$ cat config.mk
export PLATFORM = sky130hd
export DESIGN_NAME = ordered_handle_list_flat
export DESIGN_NICKNAME = d
export VERILOG_FILES = /design/src/rtl/ohl_pkg.sv /design/src/rtl/ohl_if.sv /design/src/rtl/ohl_mem.sv /design/src/rtl/ohl_core.sv /design/src/rtl/ordered_handle_list.sv /design/src/flat_wrapper.sv
export VERILOG_INCLUDE_DIRS = /design/src /design/src/rtl
export SDC_FILE = /design/constraint.sdc
export NUM_CORES = 2
export LEC_CHECK = 0
export ABC_AREA = 1
export BUFFER_PORTS_ARGS = -buffer_cell sky130_fd_sc_hd__buf_2
export CORE_ASPECT_RATIO = 0.6
export CORE_MARGIN = 2
export CORE_UTILIZATION = 50
export CTS_BUF_LIST = sky130_fd_sc_hd__clkbuf_2
export CTS_CLUSTER_DIAMETER = 200
export DETAILED_ROUTE_END_ITERATION = 6
export PLACE_DENSITY = 0.71
export SLEW_MARGIN = 20
export SYNTH_ARGS = -nofsm -noshare
export SYNTH_HDL_FRONTEND = slang
export SYNTH_SLANG_ARGS = --single-unit
$ cat constraint.sdc
create_clock -name clk -period 8.66 [get_ports clk]
set_clock_uncertainty 0.2 [all_clocks]
set_input_delay 2.165 -clock clk [delete_from_list [all_inputs] [get_ports clk]]
set_output_delay 2.165 -clock clk [all_outputs]
set_load 0.02 [all_outputs]
$ cat src/rtl/ordered_handle_list_macros.svh
// Assertion macros used by the ordered handle list core.
`ifndef ORDERED_HANDLE_LIST_MACROS_SVH
`define ORDERED_HANDLE_LIST_MACROS_SVH

// Property must hold at every clock edge outside reset.
`define OHL_ASSERT_ALWAYS(lbl, clk, rst, prop) \
  lbl: assert property (@(posedge clk) disable iff (rst) prop) \
    else $error("ordered_handle_list: property violated");

// Condition must never be seen at a clock edge outside reset.
`define OHL_ASSERT_NEVER(lbl, clk, rst, cond) \
  lbl: assert property (@(posedge clk) disable iff (rst) !(cond)) \
    else $error("ordered_handle_list: forbidden condition seen");

`endif

$ cat src/rtl/ohl_pkg.sv
// Package: request codes and sequencer state type for the ordered handle list.
package ohl_pkg;

  localparam int REQ_WIDTH = 3;

  localparam logic [REQ_WIDTH-1:0] REQ_APPEND   = 3'd0;
  localparam logic [REQ_WIDTH-1:0] REQ_FIND     = 3'd1;
  localparam logic [REQ_WIDTH-1:0] REQ_READ     = 3'd2;
  localparam logic [REQ_WIDTH-1:0] REQ_REMOVE_H = 3'd3;
  localparam logic [REQ_WIDTH-1:0] REQ_REMOVE_P = 3'd4;

  typedef enum logic [2:0] {
    ST_IDLE,
    ST_SCAN,
    ST_READ,
    ST_SHIFT,
    ST_DONE
  } state_t;

endpackage

$ cat src/rtl/ohl_if.sv
// Valid/ready channel interfaces for requests and responses.
interface ohl_req_if #(
  parameter int HANDLE_WIDTH = 32,
  parameter int POS_WIDTH    = 7
);
  logic                            valid;
  logic                            ready;
  logic [ohl_pkg::REQ_WIDTH-1:0]   req_type;
  logic [HANDLE_WIDTH-1:0]         handle_in;
  logic [POS_WIDTH-1:0]            position_in;

  modport source (output valid, output req_type, output handle_in, output position_in,
                  input ready);
  modport sink (input valid, input req_type, input handle_in, input position_in,
                output ready);
endinterface

interface ohl_rsp_if #(
  parameter int HANDLE_WIDTH = 32,
  parameter int POS_WIDTH    = 7
);
  logic                    valid;
  logic                    ready;
  logic                    hit;
  logic [HANDLE_WIDTH-1:0] handle_out;
  logic [POS_WIDTH-1:0]    position_out;
  logic                    full_error;
  logic [POS_WIDTH-1:0]    count_out;

  modport source (output valid, output hit, output handle_out, output position_out,
                  output full_error, output count_out, input ready);
  modport sink (input valid, input hit, input handle_out, input position_out,
                input full_error, input count_out, output ready);
endinterface

$ cat src/rtl/ohl_mem.sv
// Handle store: one write port, one read port with registered read data.
module ohl_mem #(
  parameter int DEPTH = 64,
  parameter int WIDTH = 32
) (
  input  logic                     clk,
  input  logic                     we,
  input  logic [$clog2(DEPTH)-1:0] waddr,
  input  logic [WIDTH-1:0]         wdata,
  input  logic [$clog2(DEPTH)-1:0] raddr,
  output logic [WIDTH-1:0]         rdata
);

  logic [WIDTH-1:0] mem [DEPTH];

  always_ff @(posedge clk) begin
    if (we) begin
      mem[waddr] <= wdata;
    end
  end

  always_ff @(posedge clk) begin
    rdata <= mem[raddr];
  end

endmodule

$ cat src/rtl/ohl_core.sv
// Sequencer and datapath: scans and shifts the handle store one entry per cycle.
`include "ordered_handle_list_macros.svh"

module ohl_core #(
  parameter int DEPTH        = 64,
  parameter int HANDLE_WIDTH = 32
) (
  input  logic      clk,
  input  logic      rst,
  ohl_req_if.sink   req,
  ohl_rsp_if.source rsp
);

  localparam int AW = $clog2(DEPTH);
  localparam int CW = $clog2(DEPTH + 1);
  localparam logic [CW-1:0] DEPTH_C = CW'(DEPTH);
  localparam logic [CW-1:0] ONE     = CW'(1);

  ohl_pkg::state_t state, state_next;

  logic [ohl_pkg::REQ_WIDTH-1:0] kind, kind_next;
  logic [HANDLE_WIDTH-1:0]       hnd, hnd_next;
  logic [CW-1:0]                 pos, pos_next;
  logic [CW-1:0]                 count, count_next;
  logic [CW-1:0]                 idx, idx_next;
  logic                          rd_pend, rd_pend_next;
  logic [CW-1:0]                 rd_idx, rd_idx_next;
  logic [CW-1:0]                 rd_nxt;

  logic                    r_hit, r_hit_next;
  logic [HANDLE_WIDTH-1:0] r_handle, r_handle_next;
  logic [CW-1:0]           r_pos, r_pos_next;
  logic                    r_full, r_full_next;

  logic                    out_valid;
  logic                    out_load;
  logic                    out_hit;
  logic [HANDLE_WIDTH-1:0] out_handle;
  logic [CW-1:0]           out_pos;
  logic                    out_full;
  logic [CW-1:0]           out_count;

  logic                    mem_we;
  logic [AW-1:0]           mem_waddr;
  logic [HANDLE_WIDTH-1:0] mem_wdata;
  logic [AW-1:0]           mem_raddr;
  logic [HANDLE_WIDTH-1:0] mem_rdata;

  ohl_mem #(
    .DEPTH (DEPTH),
    .WIDTH (HANDLE_WIDTH)
  ) u_mem (
    .clk   (clk),
    .we    (mem_we),
    .waddr (mem_waddr),
    .wdata (mem_wdata),
    .raddr (mem_raddr),
    .rdata (mem_rdata)
  );

  assign rd_nxt    = rd_idx + ONE;
  assign req.ready = (state == ohl_pkg::ST_IDLE);

  assign rsp.valid        = out_valid;
  assign rsp.hit          = out_hit;
  assign rsp.handle_out   = out_handle;
  assign rsp.position_out = out_pos;
  assign rsp.full_error   = out_full;
  assign rsp.count_out    = out_count;

  always_ff @(posedge clk) begin
    if (rst) begin
      state     <= ohl_pkg::ST_IDLE;
      count     <= '0;
      rd_pend   <= 1'b0;
      out_valid <= 1'b0;
    end else begin
      state   <= state_next;
      count   <= count_next;
      rd_pend <= rd_pend_next;
      if (out_load) begin
        out_valid <= 1'b1;
      end else if (rsp.ready) begin
        out_valid <= 1'b0;
      end
    end
  end

  always_ff @(posedge clk) begin
    kind     <= kind_next;
    hnd      <= hnd_next;
    pos      <= pos_next;
    idx      <= idx_next;
    rd_idx   <= rd_idx_next;
    r_hit    <= r_hit_next;
    r_handle <= r_handle_next;
    r_pos    <= r_pos_next;
    r_full   <= r_full_next;
    if (out_load) begin
      out_hit    <= r_hit;
      out_handle <= r_handle;
      out_pos    <= r_pos;
      out_full   <= r_full;
      out_count  <= count;
    end
  end

  always_comb begin
    state_next    = state;
    kind_next     = kind;
    hnd_next      = hnd;
    pos_next      = pos;
    count_next    = count;
    idx_next      = idx;
    rd_pend_next  = rd_pend;
    rd_idx_next   = rd_idx;
    r_hit_next    = r_hit;
    r_handle_next = r_handle;
    r_pos_next    = r_pos;
    r_full_next   = r_full;
    out_load      = 1'b0;
    mem_we        = 1'b0;
    mem_waddr     = AW'(rd_idx - ONE);
    mem_wdata     = mem_rdata;
    mem_raddr     = idx[AW-1:0];

    case (state)
      ohl_pkg::ST_IDLE: begin
        // read nth / remove by position fetch their entry right away
        mem_raddr = AW'(req.position_in - ONE);
        if (req.valid) begin
          kind_next     = req.req_type;
          hnd_next      = req.handle_in;
          pos_next      = req.position_in;
          idx_next      = '0;
          rd_pend_next  = 1'b0;
          r_hit_next    = 1'b0;
          r_handle_next = '0;
          r_pos_next    = '0;
          r_full_next   = 1'b0;
          state_next    = ohl_pkg::ST_DONE;
          case (req.req_type)
            ohl_pkg::REQ_APPEND: begin
              if (count < DEPTH_C) begin
                mem_we     = 1'b1;
                mem_waddr  = count[AW-1:0];
                mem_wdata  = req.handle_in;
                count_next = count + ONE;
                r_hit_next = 1'b1;
              end else begin
                r_full_next = 1'b1;
              end
            end
            ohl_pkg::REQ_FIND, ohl_pkg::REQ_REMOVE_H: begin
              if (count != '0) begin
                state_next = ohl_pkg::ST_SCAN;
              end
            end
            ohl_pkg::REQ_READ, ohl_pkg::REQ_REMOVE_P: begin
              if (req.position_in != '0 && req.position_in <= count) begin
                state_next = ohl_pkg::ST_READ;
              end
            end
            default: begin
            end
          endcase
        end
      end

      ohl_pkg::ST_READ: begin
        r_hit_next    = 1'b1;
        r_handle_next = mem_rdata;
        state_next    = ohl_pkg::ST_DONE;
        if (kind == ohl_pkg::REQ_REMOVE_P) begin
          if (pos == count) begin
            count_next = count - ONE;
          end else begin
            idx_next     = pos;
            rd_pend_next = 1'b0;
            state_next   = ohl_pkg::ST_SHIFT;
          end
        end
      end

      ohl_pkg::ST_SCAN: begin
        // issue one read per cycle, compare the entry returned from the last one
        rd_pend_next = (idx < count);
        rd_idx_next  = idx;
        idx_next     = idx + ONE;
        if (rd_pend) begin
          if (mem_rdata == hnd) begin
            r_hit_next = 1'b1;
            if (kind == ohl_pkg::REQ_FIND) begin
              r_pos_next = rd_nxt;
              state_next = ohl_pkg::ST_DONE;
            end else begin
              r_handle_next = mem_rdata;
              if (rd_nxt == count) begin
                count_next = count - ONE;
                state_next = ohl_pkg::ST_DONE;
              end else begin
                idx_next     = rd_nxt;
                rd_pend_next = 1'b0;
                state_next   = ohl_pkg::ST_SHIFT;
              end
            end
          end else if (rd_nxt == count) begin
            state_next = ohl_pkg::ST_DONE;
          end
        end
      end

      ohl_pkg::ST_SHIFT: begin
        // entry i read last cycle is written to i-1 now
        rd_pend_next = (idx < count);
        rd_idx_next  = idx;
        idx_next     = idx + ONE;
        if (rd_pend) begin
          mem_we = 1'b1;
          if (rd_nxt == count) begin
            count_next   = count - ONE;
            rd_pend_next = 1'b0;
            state_next   = ohl_pkg::ST_DONE;
          end
        end
      end

      ohl_pkg::ST_DONE: begin
        if (!out_valid || rsp.ready) begin
          out_load   = 1'b1;
          state_next = ohl_pkg::ST_IDLE;
        end
      end

      default: begin
        state_next = ohl_pkg::ST_IDLE;
      end
    endcase
  end

  `OHL_ASSERT_NEVER(a_count_bound, clk, rst, count > DEPTH_C)
  `OHL_ASSERT_ALWAYS(a_count_step, clk, rst, (!$past(rst) && count != $past(count)) |-> (count == $past(count) + ONE || count + ONE == $past(count)))
  `OHL_ASSERT_NEVER(a_no_write_in_scan, clk, rst, mem_we && (state == ohl_pkg::ST_SCAN || state == ohl_pkg::ST_READ))
  `OHL_ASSERT_NEVER(a_pos_needs_hit, clk, rst, rsp.valid && rsp.position_out != '0 && !rsp.hit)

endmodule

$ cat src/rtl/ordered_handle_list.sv
// Top level: ordered list of item handles with append, find, read and remove.
//
//  channel | dir | payload                                                  | handshake
//  req     | in  | req_type, handle_in, position_in                         | valid/ready
//  rsp     | out | hit, handle_out, position_out, full_error, count_out     | valid/ready
//
// Append and invalid or unknown requests go straight from IDLE to DONE; read nth also passes READ.
// Find and remove by handle scan the store one entry per cycle.
// Removes then shift later entries down one per cycle.
// Both scan and shift run through the single read and single write port of the store.
// Reset (rst, synchronous) clears the count and the sequencer; the store is not cleared.
// A response waiting in the output register does not block work on the next request.
module ordered_handle_list #(
  parameter int DEPTH        = 64,
  parameter int HANDLE_WIDTH = 32
) (
  input  logic      clk,
  input  logic      rst,
  ohl_req_if.sink   req,
  ohl_rsp_if.source rsp
);

  ohl_core #(
    .DEPTH        (DEPTH),
    .HANDLE_WIDTH (HANDLE_WIDTH)
  ) u_core (
    .clk (clk),
    .rst (rst),
    .req (req),
    .rsp (rsp)
  );

endmodule

$ cat src/flat_wrapper.sv
// flat-port wrapper written by rule: the top's interface ports become plain ports
module ordered_handle_list_flat 
#(
  parameter int DEPTH        = 64,
  parameter int HANDLE_WIDTH = 32
)
  (clk, rst, req_valid, req_req_type, req_handle_in, req_position_in, req_ready, rsp_valid, rsp_hit, rsp_handle_out, rsp_position_out, rsp_full_error, rsp_count_out, rsp_ready);
  ohl_req_if #(.HANDLE_WIDTH(HANDLE_WIDTH), .POS_WIDTH((7))) req_i ();
  ohl_rsp_if #(.HANDLE_WIDTH(HANDLE_WIDTH), .POS_WIDTH((7))) rsp_i ();
  input  logic clk;
  input  logic rst;
  input wire logic [$bits(req_i.valid)-1:0] req_valid;
  input wire logic [$bits(req_i.req_type)-1:0] req_req_type;
  input wire logic [$bits(req_i.handle_in)-1:0] req_handle_in;
  input wire logic [$bits(req_i.position_in)-1:0] req_position_in;
  output wire logic [$bits(req_i.ready)-1:0] req_ready;
  output wire logic [$bits(rsp_i.valid)-1:0] rsp_valid;
  output wire logic [$bits(rsp_i.hit)-1:0] rsp_hit;
  output wire logic [$bits(rsp_i.handle_out)-1:0] rsp_handle_out;
  output wire logic [$bits(rsp_i.position_out)-1:0] rsp_position_out;
  output wire logic [$bits(rsp_i.full_error)-1:0] rsp_full_error;
  output wire logic [$bits(rsp_i.count_out)-1:0] rsp_count_out;
  input wire logic [$bits(rsp_i.ready)-1:0] rsp_ready;
  assign req_i.valid = req_valid;
  assign req_i.req_type = req_req_type;
  assign req_i.handle_in = req_handle_in;
  assign req_i.position_in = req_position_in;
  assign req_ready = req_i.ready;
  assign rsp_valid = rsp_i.valid;
  assign rsp_hit = rsp_i.hit;
  assign rsp_handle_out = rsp_i.handle_out;
  assign rsp_position_out = rsp_i.position_out;
  assign rsp_full_error = rsp_i.full_error;
  assign rsp_count_out = rsp_i.count_out;
  assign rsp_i.ready = rsp_ready;
  ordered_handle_list #(.DEPTH(DEPTH), .HANDLE_WIDTH(HANDLE_WIDTH)) u_core (.clk(clk), .rst(rst), .req(req_i), .rsp(rsp_i));
endmodule
---- After elaboration in Yosys (flattened, before gate mapping) ----
Memory sizes are Yosys's and may differ from the RTL's. A register that Yosys moved wholly into a read port is not among the register bits.
Cells that the tools add are included.
word-level totals
  register bits after elaboration ......... 157
  memory bits (writable) .................. 2048
  bits of input ports ..................... 46
  output and inout bits ................... 50
  memories ................................ 1
cells by class
  add/sub/neg operators ................... 6
  order comparisons ....................... 3
  equal/unequal tests ..................... 25
  muxes and demuxes ....................... 77
  reduce and logical (&&, ||, !) cells .... 21
memory list
  memory                   words  bits a word  rd ports  clocked after Yosys merged registers in  wr ports  line           RTL
  u_core.u_core.u_mem.mem  64     32           1         1                                        1         ohl_mem.sv:14  logic [WIDTH-1:0] mem [DEPTH];
operators with widths
  kind                   count
  $mux W32               8
  $mux W7                20
  $pmux W32 S3           1
  $pmux W7 S4            2
  $mux W3                12
  $eq A32 B32 Y1         1
  $mux W6                5
  $mux W1                23
  $add A7 B1 Y7 const B  3
  $ne A2 B2 Y1 const B   10
  $pmux W3 S5            1
  $eq A7 B7 Y1           2
  $pmux W7 S2            1
  $reduce_bool A7 Y1     2
  $eq A3 B2 Y1 const B   4
  $reduce_and A4 Y1      3
  $sub A6 B1 Y6 const B  2
  $reduce_and A10 Y1     1
  $reduce_and A5 Y1      2
  $eq A3 B1 Y1 const B   3
  $eq A3 B3 Y1 const B   3
  $le A7 B7 Y1           1
  $lt A7 B7 Y1           1
  $lt A7 B7 Y1 const B   1
  15 further kinds       20

---- Logic depth before layout (Yosys ltp) ----
  depth after elaboration ................. 7
  depth in mapped cells ................... 16
  gate-level depth less buffers ........... 15

---- Cells and area by module ----
A second synthesis with hierarchy kept.
unflattened totals
  cell total of the unflattened synthesis .. 7571
  area, all modules ....................... 90505.6 um2
by module, submodules not included
  module    instances  cells each  area an instance (um2)
  ohl_mem   1          6785        82785.6
  ohl_core  1          786         7719.9

---- Worst setup path after synthesis ----
Ideal clock, no wire load.
  path kind ............................... input to register
  start point ............................. input req_req_type[0]
  end point ............................... memory u_core.u_core.u_mem.mem[0][0] (data pin)
  library setup time ...................... 702 ps
  arrival ................................. 5474 ps
  setup slack ............................. 2284 ps
  stages on the path ...................... 7
  buffers on the path ..................... 3
  cell sequence ........................... inv_1 -> nand3_1 -> nor3_2 -> buf_2 -> clkbuf_1 -> clkbuf_1 -> o21ai_0
on the way
  cells in the longest elaborated chain, start to end .. 4
RTL lines
  item                            line                RTL
  from (decl)                     flat_wrapper.sv:13  input wire logic [$bits(req_i.req_type)-1:0] req_req_type;
  $logic_not A3 Y1                ohl_core.sv:142     case (req.req_type)
  $mux W32                        ohl_core.sv:142
  $mux W32                        ohl_core.sv:131     if (req.valid) begin
  $mux W32                        ohl_core.sv:127     case (state)
  via u_core.u_core.mem_wdata[0]  ohl_core.sv:45      logic [HANDLE_WIDTH-1:0] mem_wdata;
  to (decl)                       ohl_mem.sv:14
The timed path passes the listed nets, and every way through them passes these cells.

---- Final worst setup path ----
  start point ............................. register u_core.u_core.state[0]
  end point ............................... memory u_core.u_core.u_mem.mem[7][29], enable pin
on the way
  cells in the longest elaborated chain, start to end .. 4
  elaborated cells between the ends (all ways) .. 6
  classes of those cells .................. eq/ne: 1; mux: 4; reduce/logical: 1
RTL lines
  item                                                     line             RTL
  from (decl)                                              ohl_core.sv:19   ohl_pkg::state_t state, state_next;
  from (signal assigned)                                   ohl_core.sv:73   state <= ohl_pkg::ST_IDLE;
  from (signal assigned)                                   ohl_core.sv:78   state <= state_next;
  $eq A3 B2 Y1 / $logic_not A3 Y1 (equally long branches)  ohl_core.sv:127
  $pmux W1 S2                                              ohl_core.sv:127
  $mux W1                                                  ohl_mem.sv:17    if (we) begin
  $mux W1 (not written as such)                            ohl_mem.sv:18    mem[waddr] <= wdata;
Several ways; a longest one is shown, not always the timed one.

==> metrics.txt <==
average routed wire per standard cell=about 27 um; RSZ-0062 raised after global routing=no; Final nets=7993; CP Cell Sequence=inv_1 -> nor2_1 -> inv_1 -> nor2_1 -> a21oi_1 -> inv_1 -> nand2_1 -> nor2_4; Worst Tran Pin Value=between 1 and 1.5 ns; Seq/Total Area, Yosys=0.725; Comb power frac=0.470; Post-Layout Inst Area=around 100000 um2; io pins=96; Pwr Density=391 nW/um2; deepest clock path buffer count=4; number of synthesized flops with an enable pin=between 2000 and 2500; clock share of power=0.164; clk_lat worst skew=around 1.7 ns; Final Cycle Share=0.626; die height=~340 um; starting utilization of the core area=0.505; slowest stage delay, CP=~1.1 ns; failing checks=DRC; H-tree levels=5; Post-Syn Instances=7673; Cell Area, Placed=roughly 96000 um2; Sw Share=0.484; Slew HR=0.176; setup repair bufs after CTS=0; RePlAce Congestion=0.985; Crit Path Max Fanout=32; layout cells sized above 1=0.154; P_sw=between 15 and 20 mW; largest cells by area after synthesis=edfxtp_1 72%, nand2_1 9.0%, nand3_1 6.3%; hold crit path type=reg2reg; commonest non-fill, non-tap cell in the layout=nand2_1; detailed-route wire length=around 290 mm; syn avg cell area=about 12 um2; area delta synth->final=8.65%; Internal Power=20.2 mW; min-delay src=u_core.u_core.r_handle[21]; CP startpoint=u_core.u_core.state[0]; Seq cells post-synth=~2200; DR vias=~64000; most frequent cells in the layout=2199 x nand2_1, 2193 x edfxtp_1, 1163 x nand3_1, 739 x clkbuf_2, 387 x o211ai_1; CP Data Arrival Time=roughly 6.4 ns; Worst-path clk slew=around 0.12 ns; Die ar.=around 190000 um2; peak supply drop=between 0.4 and 0.5 mV; Root Driver=clkbuf_2; final setup margin=around 3.2 ns; TritonCTS Sinks=~2200; Slew Limit Fails=0; total negative slack=0 ns; largest net degree at the start of global routing=about 160; sequential share of power=0.366; dpl ws=between 2 and 2.5 ns; Post-CTS Resized=0; DP HPWL=167 mm; most frequent cell on the critical path=inv_1; Min Clock Period, post-route=~5.4 ns; Post-Syn Area=92100 um2; Antenna Violating Nets Remaining=0; via density per instance=5.96; # setup viols final=0; DRC=3; Startpoint Class=register; ys flop type=edfxtp_1; Slowest-stage cell, CP=nor2_4; Cell variety after synth=40; CORE AREA=182000 um2; Die W=558 um; drt first pass iters=7; R2R Setup Slk=approximately 3.2 ns; share of the synthesized area in the top cell type=0.715; synthesized net count=7743; launching point of the worst reg2reg path=u_core.u_core.state[0]; antenna violations before repair=18; vias in the first global route=58600; fraction of registers with async set/reset=0; Hold Vio Cnt, Final=0; GRT Util Overall=0.300; Ys Warns=0; 1st-iter DRT viols=approximately 11000; WS Path Type=reg2reg; global-route wire length before repair=roughly 400 mm; max-cap check violation count=0; leakage power=~36 nW; Critical Path RT=a little under 10 ns; PortBufs=95; hold buffer count at cts=0; Max Freq=185 MHz; CTS tree=yes; GR Overflow Total=0; status=complete, but fails checks; fillers=15000; crit path capture type=register; cts bufs inserted=about 480; FP Rows=121; dominant cell type by area after synthesis=edfxtp_1
## stage by stage
stage	utilization	hold WS, ns	power, mW	instances
after floorplan	-	0.200	24.4	7673
after global placement	0.525	0.203	31.6	9892
after detailed placement	0.525	0.205	31.9	9894
after CTS	0.548	0.203	38.1	10700
after global routing	0.549	0.207	40.4	10700
final	0.549	0.206	39.1	10700
## metal layers
layer / track usage / up-vias / wire length (um)
met5: 0.00430 / - / 13
met1: 0.440 / 31000 / 114000
met3: 0.153 / 486 / 51900
met4: 0.0816 / 2 / 7160
met2: 0.387 / 4623 / 113000
li1: - / 27900 / -
## power by group through the flow
stage	sequential, mW	combinational, mW	clock (mW)
2_1_floorplan	14.6	9.80	0
3_3_place_gp	14.5	17.1	0
3_5_place_dp	14.5	17.4	0
4_1_cts	14.3	17.4	6.45
5_1_grt	14.3	19.2	6.96
6_report	14.3	18.4	6.42
## final timing paths
kind,end,depth (start not counted)
hold / removal,u_core.u_core.rsp.handle_out[21],0
setup / recovery,u_core.u_core.u_mem.mem[7][29],8
setup reg to reg,u_core.u_core.u_mem.mem[7][29],8
hold reg to reg,u_core.u_core.rsp.handle_out[21],0
## state kept, by name (all words and copies together) (netlist names), 32 cells and up
register,count
u_core.u_core.rsp.handle_out,32
u_core.u_core.u_mem.rdata,32
u_core.u_core.u_mem.mem,2048
u_core.u_core.r_handle,32
u_core.u_core.hnd,32
## synth_stat cells, types with 4 or more instances
| master | instances |
|---|---|
| dfxtp_1 | 44 |
| buf_1 | 46 |
| nand2_1 | 2199 |
| o21ai_1 | 53 |
| buf_2 | 219 |
| xor2_1 | 18 |
| o21ai_0 | 230 |
| xnor2_1 | 7 |
| edfxtp_1 | 2193 |
| buf_4 | 32 |
| nand3_1 | 1163 |
| nor2_1 | 216 |
| or2_1 | 50 |
| nor3_1 | 8 |
| ha_1 | 23 |
| nand4_1 | 8 |
| or2_2 | 162 |
| a211oi_1 | 4 |
| inv_1 | 312 |
| clkbuf_1 | 159 |
| inv_2 | 5 |
| o211ai_1 | 387 |
| or2_0 | 78 |
| a21oi_1 | 30 |
## cells by family after synthesis
| family | Yosys count | synth area share |
|---|---|---|
| buffers and inverters | 777 | 0.0362 |
| xor gates and xnor gates | 25 | 0.00238 |
| and+or+nand+nor | 3891 | 0.183 |
| AOI/OAI and AO/OA | 719 | 0.0502 |
| DFF | 2237 | 0.725 |
| adders and majority gates | 24 | 0.00334 |
## final cells by class
| class | instances | area [um2] | share of cell area |
|---|---|---|---|
| Sequential cell | 2237 | 66700 | 0.667 |
| Multi-Input combinational cell | 4659 | 22900 | 0.229 |
| Clock buffer | 739 | 3700 | 0.0370 |
| Tap cell | 2460 | 3080 | 0.0308 |
| Timing Repair Buffer | 232 | 1920 | 0.0192 |
| Inverter | 318 | 1210 | 0.0121 |
| Clock inverter | 91 | 447 | 0.00447 |
| Antenna cell | 12 | 30.0 | 0.000300 |
## critical path: cells and delay by family, from the launching register on
kind / cells / cell delay, ns
buffers and inverters: 3 / 0.54
AO/OA/AOI/OAI: 1 / 0.43
flip-flops: 1 / 0.41
AND/OR/NAND/NOR: 4 / 3.36
Power figures use the tool's default switching activity.
